<file path="src/sv/gsp_pkg.sv">
// Shared types, constants and the joint target table for the gait servo.
// No dependencies; imported by every module of the block.
`default_nettype none

package gsp_pkg;

  localparam int unsigned JOINT_COUNT = 6;

  localparam int unsigned CFG_IDX_W = 3;
  localparam int unsigned CFG_DATA_W = 16;

  localparam logic [CFG_IDX_W-1:0] CFG_KP_GAIN = 3'd0;
  localparam logic [CFG_IDX_W-1:0] CFG_KD_GAIN = 3'd1;
  localparam logic [CFG_IDX_W-1:0] CFG_SWING_LEFT_WAIT = 3'd2;
  localparam logic [CFG_IDX_W-1:0] CFG_SWING_RIGHT_WAIT = 3'd3;
  localparam logic [CFG_IDX_W-1:0] CFG_REST_HOLD = 3'd4;

  localparam logic [15:0] KP_GAIN_RST = 16'd300;
  localparam logic [15:0] KD_GAIN_RST = 16'd30;
  localparam logic [15:0] SWING_LEFT_WAIT_RST = 16'd10;
  localparam logic [15:0] SWING_RIGHT_WAIT_RST = 16'd100;
  localparam logic [15:0] REST_HOLD_RST = 16'd300;

  localparam logic [1:0] PH_LEFT_SWING = 2'd0;
  localparam logic [1:0] PH_RIGHT_SWING = 2'd1;
  localparam logic [1:0] PH_REST = 2'd2;

  localparam logic [15:0] COUNT_MAX = 16'hFFFF;

  localparam logic signed [13:0] Q12_ONE = 14'sd4096;
  localparam logic signed [13:0] Q12_HALF = 14'sd2048;
  localparam logic signed [13:0] Q12_ZERO = 14'sd0;

  typedef struct packed {
    logic [15:0] kp_gain;
    logic [15:0] kd_gain;
    logic [15:0] swing_left_wait;
    logic [15:0] swing_right_wait;
    logic [15:0] rest_hold;
  } gsp_cfg_t;

  // Gait view for one sample: the phase that selects targets and the
  // machine state after the sample.
  typedef struct packed {
    logic [1:0]  tgt_phase;
    logic [1:0]  phase;
    logic [15:0] count;
  } gsp_gait_t;

  // Fields that ride alongside the torque arithmetic.
  typedef struct packed {
    logic [2:0]  joint;
    logic [1:0]  phase;
    logic [15:0] count;
  } gsp_side_t;

  // Joint targets in Q12 for each gait phase; ankles and the rest phase stay at zero.
  function automatic logic signed [13:0] gsp_target(input logic [1:0] phase,
                                                    input logic [2:0] joint);
    logic signed [13:0] t;
    t = Q12_ZERO;
    case (phase)
      PH_LEFT_SWING: begin
        case (joint)
          3'd0: t = -Q12_ONE;
          3'd1: t = Q12_HALF;
          3'd2: t = Q12_ONE;
          default: t = Q12_ZERO;
        endcase
      end
      PH_RIGHT_SWING: begin
        case (joint)
          3'd0: t = Q12_HALF;
          3'd1: t = -Q12_ONE;
          3'd3: t = Q12_ONE;
          default: t = Q12_ZERO;
        endcase
      end
      default: t = Q12_ZERO;
    endcase
    return t;
  endfunction

endpackage

`default_nettype wire

</file>
<file path="src/sv/gsp_gait.sv">
// Three-phase gait sequencer with the tick counter and latched target phase.
// Depends on gsp_pkg for the phase codes and the configuration struct.
`default_nettype none

module gsp_gait
  import gsp_pkg::*;
(
  input  wire logic      clk,
  input  wire logic      rst_n,
  input  wire gsp_cfg_t  cfg,
  input  wire logic      step_en,
  input  wire logic      joint_is0,
  input  wire logic      left_contact,
  input  wire logic      right_contact,
  output gsp_gait_t      gait
);

  logic [1:0]  phase_r, phase_nxt;
  logic [15:0] count_r, count_nxt;
  logic [1:0]  tphase_r;

  function automatic logic [15:0] sat_inc(input logic [15:0] c);
    return (c == COUNT_MAX) ? c : c + 16'd1;
  endfunction

  // The phases are checked in order, so one tick may pass through several.
  always_comb begin
    logic [1:0]  p;
    logic [15:0] c;
    p = phase_r;
    c = count_r;
    if (p == PH_LEFT_SWING) begin
      if (left_contact) begin
        if (c > cfg.swing_left_wait) p = PH_RIGHT_SWING;
        c = '0;
      end else begin
        c = sat_inc(c);
      end
    end
    if (p == PH_RIGHT_SWING) begin
      if (right_contact) begin
        if (c > cfg.swing_right_wait) p = PH_REST;
        c = '0;
      end else begin
        c = sat_inc(c);
      end
    end
    if (p == PH_REST) begin
      if (c > cfg.rest_hold) begin
        p = PH_LEFT_SWING;
        c = '0;
      end else begin
        c = sat_inc(c);
      end
    end
    phase_nxt = p;
    count_nxt = c;
  end

  always_ff @(posedge clk) begin
    if (!rst_n) begin
      phase_r  <= PH_LEFT_SWING;
      count_r  <= '0;
      tphase_r <= PH_LEFT_SWING;
    end else if (step_en) begin
      phase_r  <= phase_nxt;
      count_r  <= count_nxt;
      tphase_r <= phase_r;
    end
  end

  always_comb begin
    gait.tgt_phase = joint_is0 ? phase_r : tphase_r;
    gait.phase     = step_en ? phase_nxt : phase_r;
    gait.count     = step_en ? count_nxt : count_r;
  end

  a_hold_when_idle: assert property (@(posedge clk) disable iff (!rst_n)
    !step_en |=> $stable(phase_r) && $stable(count_r) && $stable(tphase_r))
    else $error("gait state moved without a joint-0 transfer");

  a_left_needed: assert property (@(posedge clk) disable iff (!rst_n)
    step_en && phase_r == PH_LEFT_SWING && !left_contact |=> phase_r == PH_LEFT_SWING)
    else $error("left swing phase left without left contact");

endmodule

`default_nettype wire

</file>
<file path="config.mk">
export PLATFORM = sky130hd
export DESIGN_NAME = gsp_gait
export DESIGN_NICKNAME = d
export VERILOG_FILES = /design/src/sv/gsp_pkg.sv /design/src/sv/gsp_gait.sv
export SDC_FILE = /design/constraint.sdc
export NUM_CORES = 1
export LEC_CHECK = 0
export BUFFER_PORTS_ARGS = -buffer_cell sky130_fd_sc_hd__buf_4
export CELL_PAD_IN_SITES_DETAIL_PLACEMENT = 1
export CELL_PAD_IN_SITES_GLOBAL_PLACEMENT = 1
export CORE_ASPECT_RATIO = 0.7
export CORE_MARGIN = 10
export CORE_UTILIZATION = 30
export DETAILED_ROUTE_END_ITERATION = 16
export PLACE_DENSITY = 0.7
export SYNTH_ARGS = -nofsm -noshare
export SYNTH_HDL_FRONTEND = slang
export SYNTH_SLANG_ARGS = --single-unit
</file>
<file path="constraint.sdc">
create_clock -name clk -period 16.35 [get_ports clk]
set_input_delay 2.4525 -clock clk [delete_from_list [all_inputs] [get_ports clk]]
set_output_delay 2.4525 -clock clk [all_outputs]
set_load 0.02 [all_outputs]
</file>
Word level (Yosys, flattened, before mapping):

Index checks and enable logic that the tools add are counted.

* register bits after elaboration: 20
* input bits: 86
* output and inout bits: 20
* word-level logic and storage cells: 35

* add/sub/neg operators: 3
* magnitude comparators: 3
* eq/ne operators: 5
* muxes and demuxes: 20
* reduce and logical (&&, ||, !) cells: 1

Operator list (count)
* $mux 16: 10
* $add 16x1->16 const B: 3
* $eq 16x16->1 const B: 3
* $gt 16x16->1: 3
* $mux 2: 10
* $eq 2x1->1 const B: 1
* $eq 2x2->1 const B: 1
* $logic_not 2->1: 1

Logic depth before layout (Yosys ltp):

* depth in word-level cells: 13
* gate-level depth with buffers: 27

Worst setup path before layout:

OpenSTA, ideal clock, no wires.

* kind: in2out
* start point: in cfg[45] in the netlist's numbering
* end point: out gait[15] in the netlist's numbering
* data arrival time: 7.383 ns
* slack: 6.514 ns
* stages: 23
* path buffers: 2
* cells stage by stage: inv_1 > ha_1 > a211oi_1 > o21ai_0 > a31o_2 > o311ai_1 > clkbuf_1 > clkbuf_1 > nor3_1 > a211oi_2 > inv_1 > ha_1 > a21o_1 > a21o_1 > a21o_1 > a21o_1 > a21o_1 > a21o_1 > a221oi_1 > a31oi_1 > a21oi_1 > o41ai_1 > o2bb2ai_1

RTL lines
* from (decl): RTL line gsp_gait.sv:10 `input wire gsp_cfg_t cfg,`
* to (decl): RTL line gsp_gait.sv:15 `output gsp_gait_t gait`

==> results.json <==
{
  "grt_pass1_vias": 5082,
  "grt_max_degree": 27,
  "cp-endpoint": "gait[12]",
  "initial_utilization": 0.306,
  "slowest_stage": "a2111oi_0",
  "r2r_start": "count_r[1]",
  "arrival_ns": 8.40,
  "end_kind": "output pin",
  "antenna_left": 0,
  "cpPeakStageDelay_ns": 0.93,
  "setup_tns_ns": 0,
  "place_congestion": 0.884,
  "critical_path.top_delay_family": "compound AO/OA/AOI/OAI gates",
  "fin_nets": 775,
  "cts_sinks": 20,
  "finalInstanceArea_um2": 5050,
  "cpMostUsedCell": "a21o_1",
  "core_um2": 13900,
  "crit_path_cell_trace": "buf_4 > inv_1 > ha_1 > nor2b_1 > o2111ai_1 > a2111oi_0 > o311a_1 > o22ai_1 > a211oi_2 > inv_1 > ha_1 > a21o_1 > a21o_1 > a21o_1 > a21o_1 > a21o_1 > a21o_1 > a221oi_1 > a31oi_1 > nand2_1 > nand2_1 > or3_1 > nand2_1 > buf_4",
  "pin_count": 106,
  "wl_um": 17400,
  "max_cap_viol_count": 0,
  "ctsLongestPathBuffers": 2,
  "drt_iter0_drc": 431,
  "tightest_slew_ns": 1.00,
  "status": "complete, no violations",
  "cp-start-kind": "input pin",
  "cp.depth": 24,
  "layout_commonest_cell": "buf_4",
  "startpoint": "cfg[33]",
  "min_period_ns": 10.85,
  "synth_nets": 718,
  "ys_ff_latch": 20,
  "ff2ff_path_depth": 25,
  "hold_slack_ns": 0.518,
  "antenna_found_initial": 0,
  "max-vdd-ir-drop_uv": 30.6,
  "ctsHoldBuffers": 0,
  "syn_area_um2": 4260,
  "grt_use_total": 0.174,
  "clkTransAtPathRegs_ns": 0.06,
  "numCtsBuffers": 3,
  "syn_to_final_growth_pct": 18.5,
  "grt_pass1_wl_um": 27700,
  "post-cts-setup-buffers": 0,
  "synth-seq-area-share": 0.0940,
  "vias": 4824,
  "synthesis.instances": 581,
  "die_y_um": 120,
  "ctsResizeCount": 0,
  "max_freq_ghz": 0.0922,
  "stdcell_count": 828,
  "clkLatencyLatePin_ns": 0.26,
  "drive_above_1_share": 0.198,
  "grt-ovfl-total": 0,
  "synth_edf_count": 0,
  "fin_util": 0.363,
  "regToRegSetupSlack_ns": 9.55,
  "die_x_um": 162,
  "rows": 36,
  "dr.pass1.iters": 5,
  "crit_type": "in2out",
  "ys.flop_type": "dfxtp_1",
  "synth.avg_cell_area_um2": 7.33,
  "placedCellCount": 823,
  "dpl_worst_slack_ns": 5.62,
  "fin_skew_ns": 0.00531,
  "root_buffer": "clkbuf_16",
  "dieArea_um2": 19400,
  "hold_viol_final": 0,
  "critPathBufInv": 4,
  "io_buffers": 73,
  "r2r-end": "count_r[12]",
  "finalCritPeriodShare": 0.664,
  "setup_viol": 0,
  "hpwlAfterDp_um": 14500,
  "cp.required_ns": 13.90,
  "ys_warn_count": 0,
  "p_per_area_nw_per_um2": 28.2,
  "report.final.slew_viol_count": 0,
  "worst_slack_ns": 5.50,
  "htree_levels": 1,
  "p_leak_nw": 2.33,
  "hold_class": "reg2reg",
  "worstPathMaxFanout": 11,
  "final_cell_mix": "buf_4 (77), inv_1 (65), ha_1 (51)",
  "ys_types": 87,
  "cts_tree": "built",
  "synthArstFlopShare": 0,
  "rsz0062_at_grt": "false",
  "via_per_inst": 5.83,
  "drc_errors": 0,
  "slew_headroom": 0.313,
  "p_total_mw": 0.142,
  "dpl_cell_area_um2": 4950,
  "routedWlPerCell_um": 21.0
}
cell usage after synthesis (12+ instances only):
cell / count / area share
nor4_1: 12 / 0.018
nor2_1: 37 / 0.033
nand2_1: 41 / 0.036
and2_1: 12 / 0.018
o21ai_0: 23 / 0.027
dfxtp_1: 20 / 0.094
nand3_1: 16 / 0.019
inv_1: 65 / 0.057
a21o_1: 16 / 0.028
a21oi_1: 19 / 0.022
o21ai_1: 15 / 0.018
ha_1: 51 / 0.15
nand4_1: 16 / 0.024
worst register-to-register path, stage by stage, from the launching register on:
cell,delay [ns]
dfxtp_1,0.56
ha_1,0.34
and4_1,0.27
and4_1,0.30
o21ai_0,0.12
a21oi_1,0.38
ha_1,0.32
o311ai_1,0.27
nor4_4,0.68
nand3_4,0.24
nor2_1,0.27
a211oi_2,0.12
inv_1,0.13
ha_1,0.25
a21o_1,0.16
a21o_1,0.17
a21o_1,0.17
a21o_1,0.17
a21o_1,0.17
a21o_1,0.17
a221oi_1,0.24
a31oi_1,0.19
nand2_1,0.18
nand2_1,0.26
or3_1,0.49
a21boi_1,0.15
logic make-up after synthesis:
group                    after synthesis  synth area share
AND/OR/NAND/NOR                      216             0.303
AO/OA/AOI/OAI                        178             0.309
buffers and inverters                 91            0.0879
adder cells (fa/ha/maj)               51             0.150
flip-flops                            20            0.0940
XOR/XNOR                              15            0.0309
multiplexers                          10            0.0247
cell type report:
type / count / area (um2)
sequential: 20 / 400
timing repair buffer: 77 / 578
inverter: 66 / 248
antenna: 1 / 2.50
clock buffer: 4 / 88.8
fill: 1732 / 8870
multi-input combinational: 470 / 3490
tap: 190 / 238
registers in the layout, summed over array words and instances, names as in the netlist:
name and count:
count_r 16, phase_r 2, tphase_r 2
layer usage:
layer / share of wire / global-route usage / vias to the layer above
li1: - / - / 2298
met1: 0.49 / 0.243 / 2360
met2: 0.43 / 0.269 / 154
met3: 0.066 / 0.0379 / 12
met4: 0.011 / 0.0278 / 0
met5: 0 / 0 / -
how the worst min path moves through the flow:
stage	end	slack (ns)	startpoint	depth (start not counted)
floorplan	tphase_r[0]	0.48	tphase_r[0]	2
global placement	tphase_r[0]	0.49	tphase_r[0]	2
detailed placement	tphase_r[1]	0.52	tphase_r[1]	2
CTS	tphase_r[1]	0.53	tphase_r[1]	2
global route	tphase_r[1]	0.58	tphase_r[1]	2
finish	tphase_r[1]	0.52	tphase_r[1]	2
power breakdown:
group | total [mW] | internal [mW] | switching (mW)
combinational | 0.0349 | 0.0168 | 0.0182
sequential | 0.0495 | 0.0489 | 0.000550
clock | 0.0577 | 0.0374 | 0.0203
total | 0.142 | 0.103 | 0.0391
Power figures use the tool's default switching activity.
