===== src/sv/gsp_pkg.sv =====
// Shared types, constants and the joint target table for the gait servo.
// No dependencies; imported by every module of the block.
`default_nettype none

package gsp_pkg;

  localparam int unsigned JOINT_COUNT = 6;

  localparam int unsigned CFG_IDX_W = 3;
  localparam int unsigned CFG_DATA_W = 16;

  localparam logic [CFG_IDX_W-1:0] CFG_KP_GAIN = 3'd0;
  localparam logic [CFG_IDX_W-1:0] CFG_KD_GAIN = 3'd1;
  localparam logic [CFG_IDX_W-1:0] CFG_SWING_LEFT_WAIT = 3'd2;
  localparam logic [CFG_IDX_W-1:0] CFG_SWING_RIGHT_WAIT = 3'd3;
  localparam logic [CFG_IDX_W-1:0] CFG_REST_HOLD = 3'd4;

  localparam logic [15:0] KP_GAIN_RST = 16'd300;
  localparam logic [15:0] KD_GAIN_RST = 16'd30;
  localparam logic [15:0] SWING_LEFT_WAIT_RST = 16'd10;
  localparam logic [15:0] SWING_RIGHT_WAIT_RST = 16'd100;
  localparam logic [15:0] REST_HOLD_RST = 16'd300;

  localparam logic [1:0] PH_LEFT_SWING = 2'd0;
  localparam logic [1:0] PH_RIGHT_SWING = 2'd1;
  localparam logic [1:0] PH_REST = 2'd2;

  localparam logic [15:0] COUNT_MAX = 16'hFFFF;

  localparam logic signed [13:0] Q12_ONE = 14'sd4096;
  localparam logic signed [13:0] Q12_HALF = 14'sd2048;
  localparam logic signed [13:0] Q12_ZERO = 14'sd0;

  typedef struct packed {
    logic [15:0] kp_gain;
    logic [15:0] kd_gain;
    logic [15:0] swing_left_wait;
    logic [15:0] swing_right_wait;
    logic [15:0] rest_hold;
  } gsp_cfg_t;

  // Gait view for one sample: the phase that selects targets and the
  // machine state after the sample.
  typedef struct packed {
    logic [1:0]  tgt_phase;
    logic [1:0]  phase;
    logic [15:0] count;
  } gsp_gait_t;

  // Fields that ride alongside the torque arithmetic.
  typedef struct packed {
    logic [2:0]  joint;
    logic [1:0]  phase;
    logic [15:0] count;
  } gsp_side_t;

  // Joint targets in Q12 for each gait phase; ankles and the rest phase stay at zero.
  function automatic logic signed [13:0] gsp_target(input logic [1:0] phase,
                                                    input logic [2:0] joint);
    logic signed [13:0] t;
    t = Q12_ZERO;
    case (phase)
      PH_LEFT_SWING: begin
        case (joint)
          3'd0: t = -Q12_ONE;
          3'd1: t = Q12_HALF;
          3'd2: t = Q12_ONE;
          default: t = Q12_ZERO;
        endcase
      end
      PH_RIGHT_SWING: begin
        case (joint)
          3'd0: t = Q12_HALF;
          3'd1: t = -Q12_ONE;
          3'd3: t = Q12_ONE;
          default: t = Q12_ZERO;
        endcase
      end
      default: t = Q12_ZERO;
    endcase
    return t;
  endfunction

endpackage

`default_nettype wire


===== src/sv/gsp_pd.sv =====
// PD torque pipeline: multiply stage, then subtract and clamp into the output register.
// Depends on gsp_pkg for the side-band struct.
`default_nettype none

module gsp_pd
  import gsp_pkg::*;
(
  input  wire logic               clk,
  input  wire logic               rst_n,
  input  wire logic [15:0]        kp_gain,
  input  wire logic [15:0]        kd_gain,
  input  wire logic               up_valid,
  output logic                    up_ready,
  input  wire logic signed [13:0] up_target,
  input  wire logic signed [15:0] up_angle,
  input  wire logic signed [15:0] up_rate,
  input  wire gsp_side_t          up_side,
  output logic                    dn_valid,
  input  wire logic               dn_ready,
  output logic signed [28:0]      dn_torque,
  output gsp_side_t               dn_side
);

  logic               s2_v_r;
  logic signed [33:0] s2_pkp_r;
  logic signed [32:0] s2_pkd_r;
  gsp_side_t          s2_side_r;

  logic               out_v_r;
  logic signed [28:0] out_torque_r;
  gsp_side_t          out_side_r;

  logic               out_ready;
  logic               s2_ready;
  logic signed [16:0] diff;
  logic signed [16:0] kp_s;
  logic signed [16:0] kd_s;
  logic signed [34:0] torque;
  logic signed [34:0] limit;
  logic signed [28:0] torque_nxt;

  assign out_ready = !out_v_r || dn_ready;
  assign s2_ready  = !s2_v_r || out_ready;
  assign up_ready  = s2_ready;

  assign diff = 17'(up_target) - 17'(up_angle);
  assign kp_s = $signed({1'b0, kp_gain});
  assign kd_s = $signed({1'b0, kd_gain});

  always_ff @(posedge clk) begin
    if (!rst_n) begin
      s2_v_r <= 1'b0;
    end else if (s2_ready) begin
      s2_v_r <= up_valid;
    end
  end

  always_ff @(posedge clk) begin
    if (s2_ready && up_valid) begin
      s2_pkp_r  <= 34'(kp_s) * 34'(diff);
      s2_pkd_r  <= 33'(kd_s) * 33'(up_rate);
      s2_side_r <= up_side;
    end
  end

  // The limit is kp in Q12; the clamped value always fits the 29-bit result.
  assign torque = 35'(s2_pkp_r) - 35'(s2_pkd_r);
  assign limit  = $signed({7'd0, kp_gain, 12'd0});

  always_comb begin
    if (torque > limit) begin
      torque_nxt = limit[28:0];
    end else if (torque < -limit) begin
      torque_nxt = 29'(-limit);
    end else begin
      torque_nxt = torque[28:0];
    end
  end

  always_ff @(posedge clk) begin
    if (!rst_n) begin
      out_v_r <= 1'b0;
    end else if (out_ready) begin
      out_v_r <= s2_v_r;
    end
  end

  always_ff @(posedge clk) begin
    if (out_ready && s2_v_r) begin
      out_torque_r <= torque_nxt;
      out_side_r   <= s2_side_r;
    end
  end

  assign dn_valid  = out_v_r;
  assign dn_torque = out_torque_r;
  assign dn_side   = out_side_r;

  a_s2_to_out: assert property (@(posedge clk) disable iff (!rst_n)
    s2_v_r && out_ready |=> out_v_r)
    else $error("multiply stage result lost on its way to the output register");

endmodule

`default_nettype wire

===== config.mk =====
export PLATFORM = sky130hd
export DESIGN_NAME = gsp_pd
export DESIGN_NICKNAME = d
export VERILOG_FILES = /design/src/sv/gsp_pkg.sv /design/src/sv/gsp_pd.sv
export SDC_FILE = /design/constraint.sdc
export NUM_CORES = 2
export LEC_CHECK = 0
export BUFFER_PORTS_ARGS = -buffer_cell sky130_fd_sc_hd__buf_2
export CAP_MARGIN = 15
export CORE_MARGIN = 3
export CORE_UTILIZATION = 65
export CTS_CLUSTER_SIZE = 20
export DETAILED_ROUTE_END_ITERATION = 12
export PLACE_DENSITY = 0.84
export RECOVER_POWER = 100
export SKIP_LAST_GASP = 1
export SYNTH_ARGS = -nofsm -noshare
export SYNTH_HDL_FRONTEND = slang
export SYNTH_SLANG_ARGS = --single-unit

===== constraint.sdc =====
create_clock -name clk -period 17.5 [get_ports clk]
set_input_delay 1.75 -clock clk [delete_from_list [all_inputs] [get_ports clk]]
set_output_delay 1.75 -clock clk [all_outputs]
set_load 0.02 [all_outputs]

Yosys cells after proc, flatten, opt, wreduce, memory -nomap -nowiden
Cells that the tools add are included.
- input port bits: 103
- bits in registers: 140
- output and inout bits: 52
- magnitude comparators: 2
- reduce and logical (&&, ||, !) cells: 6
- multiply operators: 2
- mux-type cells: 2
- add/sub/neg operators: 3
- operator list (cell ; number):
    35-bit by 29-bit greater-than comparator with 1-bit output ; 1
    35-bit < comparator ; 1
    28-bit negator with 35-bit output ; 1
    34-bit by 33-bit subtractor with 35-bit output ; 1
    17-bit by 17-bit multiplier with 34-bit output ; 1
    17-bit by 16-bit multiplier with 33-bit output ; 1
    29-bit 2-to-1 mux ; 1
    28-bit 2-to-1 mux ; 1
    14-bit by 16-bit subtractor with 17-bit output ; 1
    1-bit logical AND ; 2
    1-bit logical NOT ; 2
    1-bit logical OR ; 2

Depth between registers and ports, before layout
- depth in word-level cells: 4
- mapped depth: 38
- gate-level depth less buffers: 38

Least setup slack after synthesis
Ideal clock, no wire load.
- path kind: input -> register
- start: input port up_target[0]
- end: register s2_pkp_r[32] (data pin)
- setup slack: 7.546 ns
- arrival time: 9.696 ns
- buffers on the path: 1
- stages: 34
- required time: 17.242 ns
- cell sequence: inv_1 > ha_1 > inv_1 > fa_1 > a21o_1 > a21oi_1 > o21ai_0 > a21oi_1 > o21ai_0 > a21oi_1 > o21ai_0 > a2111oi_0 > nor3_1 > xor2_1 > clkbuf_1 > nand2_1 > fa_1 > fa_1 > inv_1 > fa_1 > fa_1 > fa_1 > inv_1 > fa_1 > inv_1 > ha_1 > a21o_1 > a21o_1 > a221oi_1 > o21ai_0 > a21boi_0 > o2111ai_1 > a21oi_1 > xnor2_1
- longest elaborated chain between the ends: 2
- RTL lines (item ; RTL line ; text):
    start: declaration ; gsp_pd.sv:14 ; input wire logic signed [13:0] up_target,
    14-bit by 16-bit subtractor with 17-bit output ; gsp_pd.sv:46 ; assign diff = 17'(up_target) - 17'(up_angle);
    17-bit by 17-bit multiplier with 34-bit output ; gsp_pd.sv:60 ; s2_pkp_r <= 34'(kp_s) * 34'(diff);
    end signal: assignment ; gsp_pd.sv:60 ;
    end: declaration ; gsp_pd.sv:25 ; logic signed [33:0] s2_pkp_r;
No other way between the ends.
A chain may end at the register's enable or synchronous reset.

Worst setup path in the final report
- start: input port up_angle[1]
- end: register s2_pkp_r[32] (data pin)
- longest elaborated chain between the ends: 2
- RTL lines (item ; RTL line ; text):
    start: declaration ; gsp_pd.sv:15 ; input wire logic signed [15:0] up_angle,
    14-bit by 16-bit subtractor with 17-bit output ; gsp_pd.sv:46 ;
    17-bit by 17-bit multiplier with 34-bit output ; gsp_pd.sv:60 ;
No other way between the ends.

==> run_results.csv <==
group,metric,value,unit
synthesis,synthesis.area,0.0266,mm2
final_layout,drive_gt1_share,5.40,%
routing,wire_per_inst,17.6,um
run,drv_cap,3,
floorplan,initial_core_util,66.3,%
sta,tightest_slew,4.43,ns
grt,grt_pass1_vias,21649,
routing,via_per_inst,5.85,
routing,highest_layer,"met4",
floorplan,die_y,208,um
clock_tree,clk_transition_reported_paths,0.08,ns
sta,maxSlewHeadroom,-195,%
critical_path,cpPeakStageDelay,0.73,ns
sta,fin_skew,0.0168,ns
min_path,holdPathStages,0,
floorplan,rows,73,
clock_tree,tritoncts,"done",
routing,wl_met1,25.0,mm
routing,drt_iter0_drc,1421,
critical_path,cp-startpoint,"up_angle[1]",
routing,wl_met3,4.92,mm
critical_path,required,17.70,ns
grt,grt_util_all_layers,29.1,%
clock_tree,post_cts_resized,0,
critical_path,cp_common_cell,"inv_1",
grt,grt_pass1_wl,104,mm
critical_path,crit_type,"in -> reg",
clock_tree,postCtsHoldBufs,0,
sta,fin_tns_setup,0,ns
synthesis,synth_edf_count,138,
critical_path,crit_family,"adder cells",
routing,wl,61.9,mm
synthesis,netlist-cell-type-count,69,
place,pre_cts_slack,5.98,ns
synthesis,ys_seq_area_share,15.7,%
place,routabilityCongestion,0.958,
critical_path,timing.rr.end,"dn_torque[12]$_DFFE_PP_",
synthesis,synthXorXnorAreaFrac,3.56,%
synthesis,synth-seq-cells,140,
clock_tree,cts_num_sinks,140,
grt,grt_max_degree,79,
routing,ant_nets,0,
routing,drc_errors,0,
routing,met2_length,30.2,mm
synthesis,synth_top_family_by_area,"adder cells",
final_layout,diodes,0,
sta,fmax,92.8,MHz
clock_tree,cts.htree.levels,4,
sta,layout_setup_ws,6.72,ns
critical_path,critPathMaxFanout,16,
sta,hold_violations,0,
place,portBuffers,154,
routing,num_vias,20522,
synthesis,yosys_warnings,0,
clock_tree,post_cts_buffers,0,
clock_tree,clockBufferDepth,2,
grt,antenna_found_initial,0,
grt,grt_overflow,0,
critical_path,arrival,10.98,ns
sta,fin_crit,10.78,ns
floorplan,core,0.0401,mm2
floorplan,ios,155,
synthesis,synthMuxAreaShare,0.489,%
synthesis,syn_area_per_cell,9.24,um2
min_path,hold_path.class,"reg -> reg",
floorplan,die_w,208,um
sta,slew_viol_final,174,
critical_path,r2r-start,"s2_pkp_r[0]$_DFFE_PP_",
routing,drt_first_pass_iters,6,
critical_path,critPathLaunchType,"primary input",
place,detailed_place_hpwl,49.7,mm
synthesis,synthCells,2877,
critical_path,rrSetupSlack,9.84,ns
final_layout,area_growth,6.51,%
sta,setup_viol,0,
critical_path,critPathSlowestCell,"clkbuf_1",
synthesis,yosys.area_share.simple,15.3,%
critical_path,end_kind,"flip-flop",
synthesis,synthArstFlopShare,0,%
clock_tree,worstSkewPairLatency,0.43,ns
synthesis,synth_compound_area_share,8.53,%
sta,rsz0062_at_grt,"no",
floorplan,die_area,0.0434,mm2
min_path,hold_end,"dn_side[14]$_DFFE_PP_",
clock_tree,root_buffer,"clkbuf_16",
synthesis,synthAdderAreaFrac,46.5,%
critical_path,worst-path-buf-inv,9,
min_path,min-delay-start,"s2_side_r[14]$_DFFE_PP_",
run_status,status,"finished with violations",
critical_path,rr_worst_depth,21,
synthesis,syn_nets,3725,
sta,holdWs,0.412,ns
run_status,violations,"capacitance limit, slew limit",
final_layout,fin_nets,3818,
clock_tree,cts_buffers,17,
sta,period_share,61.6,%
synthesis,ys.flop_type,"edfxtp_1",
## layout by cell type (no fill, tap or decap), types with 7 or more instances in the layout
| cell | Yosys | final |
|---|---|---|
| xor2_1 | 29 | 29 |
| nor2_1 | 118 | 118 |
| nand3_1 | 27 | 27 |
| fa_1 | 405 | 405 |
| o21ai_0 | 59 | 61 |
| xnor2_1 | 79 | 79 |
| ha_1 | 340 | 340 |
| buf_2 | 4 | 98 |
| nand4_1 | 16 | 16 |
| inv_1 | 592 | 592 |
| nor4_1 | 7 | 7 |
| nor2b_1 | 19 | 18 |
| nor3_1 | 24 | 24 |
| clkbuf_1 | 92 | 60 |
| nand2_1 | 311 | 312 |
| a211oi_1 | 7 | 7 |
| o211ai_1 | 9 | 9 |
| edfxtp_1 | 138 | 138 |
| and3_1 | 23 | 23 |
| nand2b_1 | 31 | 31 |
| a21boi_0 | 9 | 9 |
| mux2i_1 | 13 | 13 |
| a31oi_1 | 19 | 19 |
| and2_0 | 0 | 9 |
| o21a_1 | 13 | 13 |
| a21o_1 | 62 | 62 |
| or3_1 | 12 | 12 |
| o21bai_1 | 13 | 13 |
| clkbuf_16 | 0 | 17 |
| buf_4 | 1 | 15 |
| a21oi_1 | 107 | 106 |
| and2_1 | 226 | 217 |
## cell families after synthesis
| family | Yosys count |
|---|---|
| mux | 13 |
| buf+inv | 693 |
| flops | 140 |
| simple gates | 829 |
| compound gates | 349 |
| fa+ha+maj | 745 |
| xor+xnor | 108 |
## flip-flops by register name, summed over array words and instances, names as in the netlist
register and cells:
s2_pkp_r 34, s2_v_r 1, dn_side 21, s2_pkd_r 33, dn_torque 29, s2_side_r 21
dn_valid 1
## Yosys cell counts (all sizes together) (23+ instances only)
| master | n | area share (%) |
|---|---|---|
| a21oi | 107 | 2.0 |
| o21ai | 64 | 1.2 |
| fa | 405 | 30 |
| inv | 592 | 8.4 |
| nand2 | 312 | 4.4 |
| nand2b | 31 | 0.73 |
| and3 | 23 | 0.54 |
| clkbuf | 92 | 1.3 |
| and2 | 226 | 5.3 |
| xnor2 | 79 | 2.6 |
| xor2 | 29 | 0.96 |
| nor3 | 24 | 0.45 |
| a21o | 62 | 1.8 |
| edfxtp | 138 | 16 |
| nor2 | 118 | 1.7 |
| ha | 340 | 16 |
| nand3 | 27 | 0.51 |
## per-stage QoR
| stage | cell area, um2 | cells | util [%] |
|---|---|---|---|
| after global routing | 28300 | 3508 | 70.6 |
| after CTS | 28400 | 3506 | 70.8 |
| after global placement | 27800 | 3474 | 69.2 |
| final | 28300 | 3508 | 70.6 |
| after floorplan | 26600 | 2877 | - |
| after detailed placement | 27800 | 3474 | 69.2 |
## layout make-up
type	count	area, um2
clock buffers	17	425
clock inverters	15	200
fillers	2939	11800
inverters	594	2230
multi-input cells	2044	19800
flip-flops and latches	140	4180
well taps	525	657
repair buffers	173	828
## per-layer routing
metal  vias to the layer above  track usage [%]
met5                         -                0
met4                         0             9.53
met3                       148             4.09
met2                       907             48.5
met1                     10180             39.5
li1                       9287                -
## how the worst max path moves through the flow
stage                              to  slack [ns]  depth (start not counted)
2_1_floorplan  s2_pkp_r[32]$_DFFE_PP_        7.55                         34
3_3_place_gp   s2_pkp_r[32]$_DFFE_PP_        6.30                         34
3_5_place_dp   s2_pkp_r[32]$_DFFE_PP_        5.98                         37
4_1_cts        s2_pkp_r[32]$_DFFE_PP_        6.44                         37
5_1_grt        s2_pkp_r[32]$_DFFE_PP_        6.01                         35
6_report       s2_pkp_r[32]$_DFFE_PP_        6.72                         35
Power is left out: the tool's default activity adds up to more than one toggle a clock period on the data nets, which glitch-free logic cannot reach.
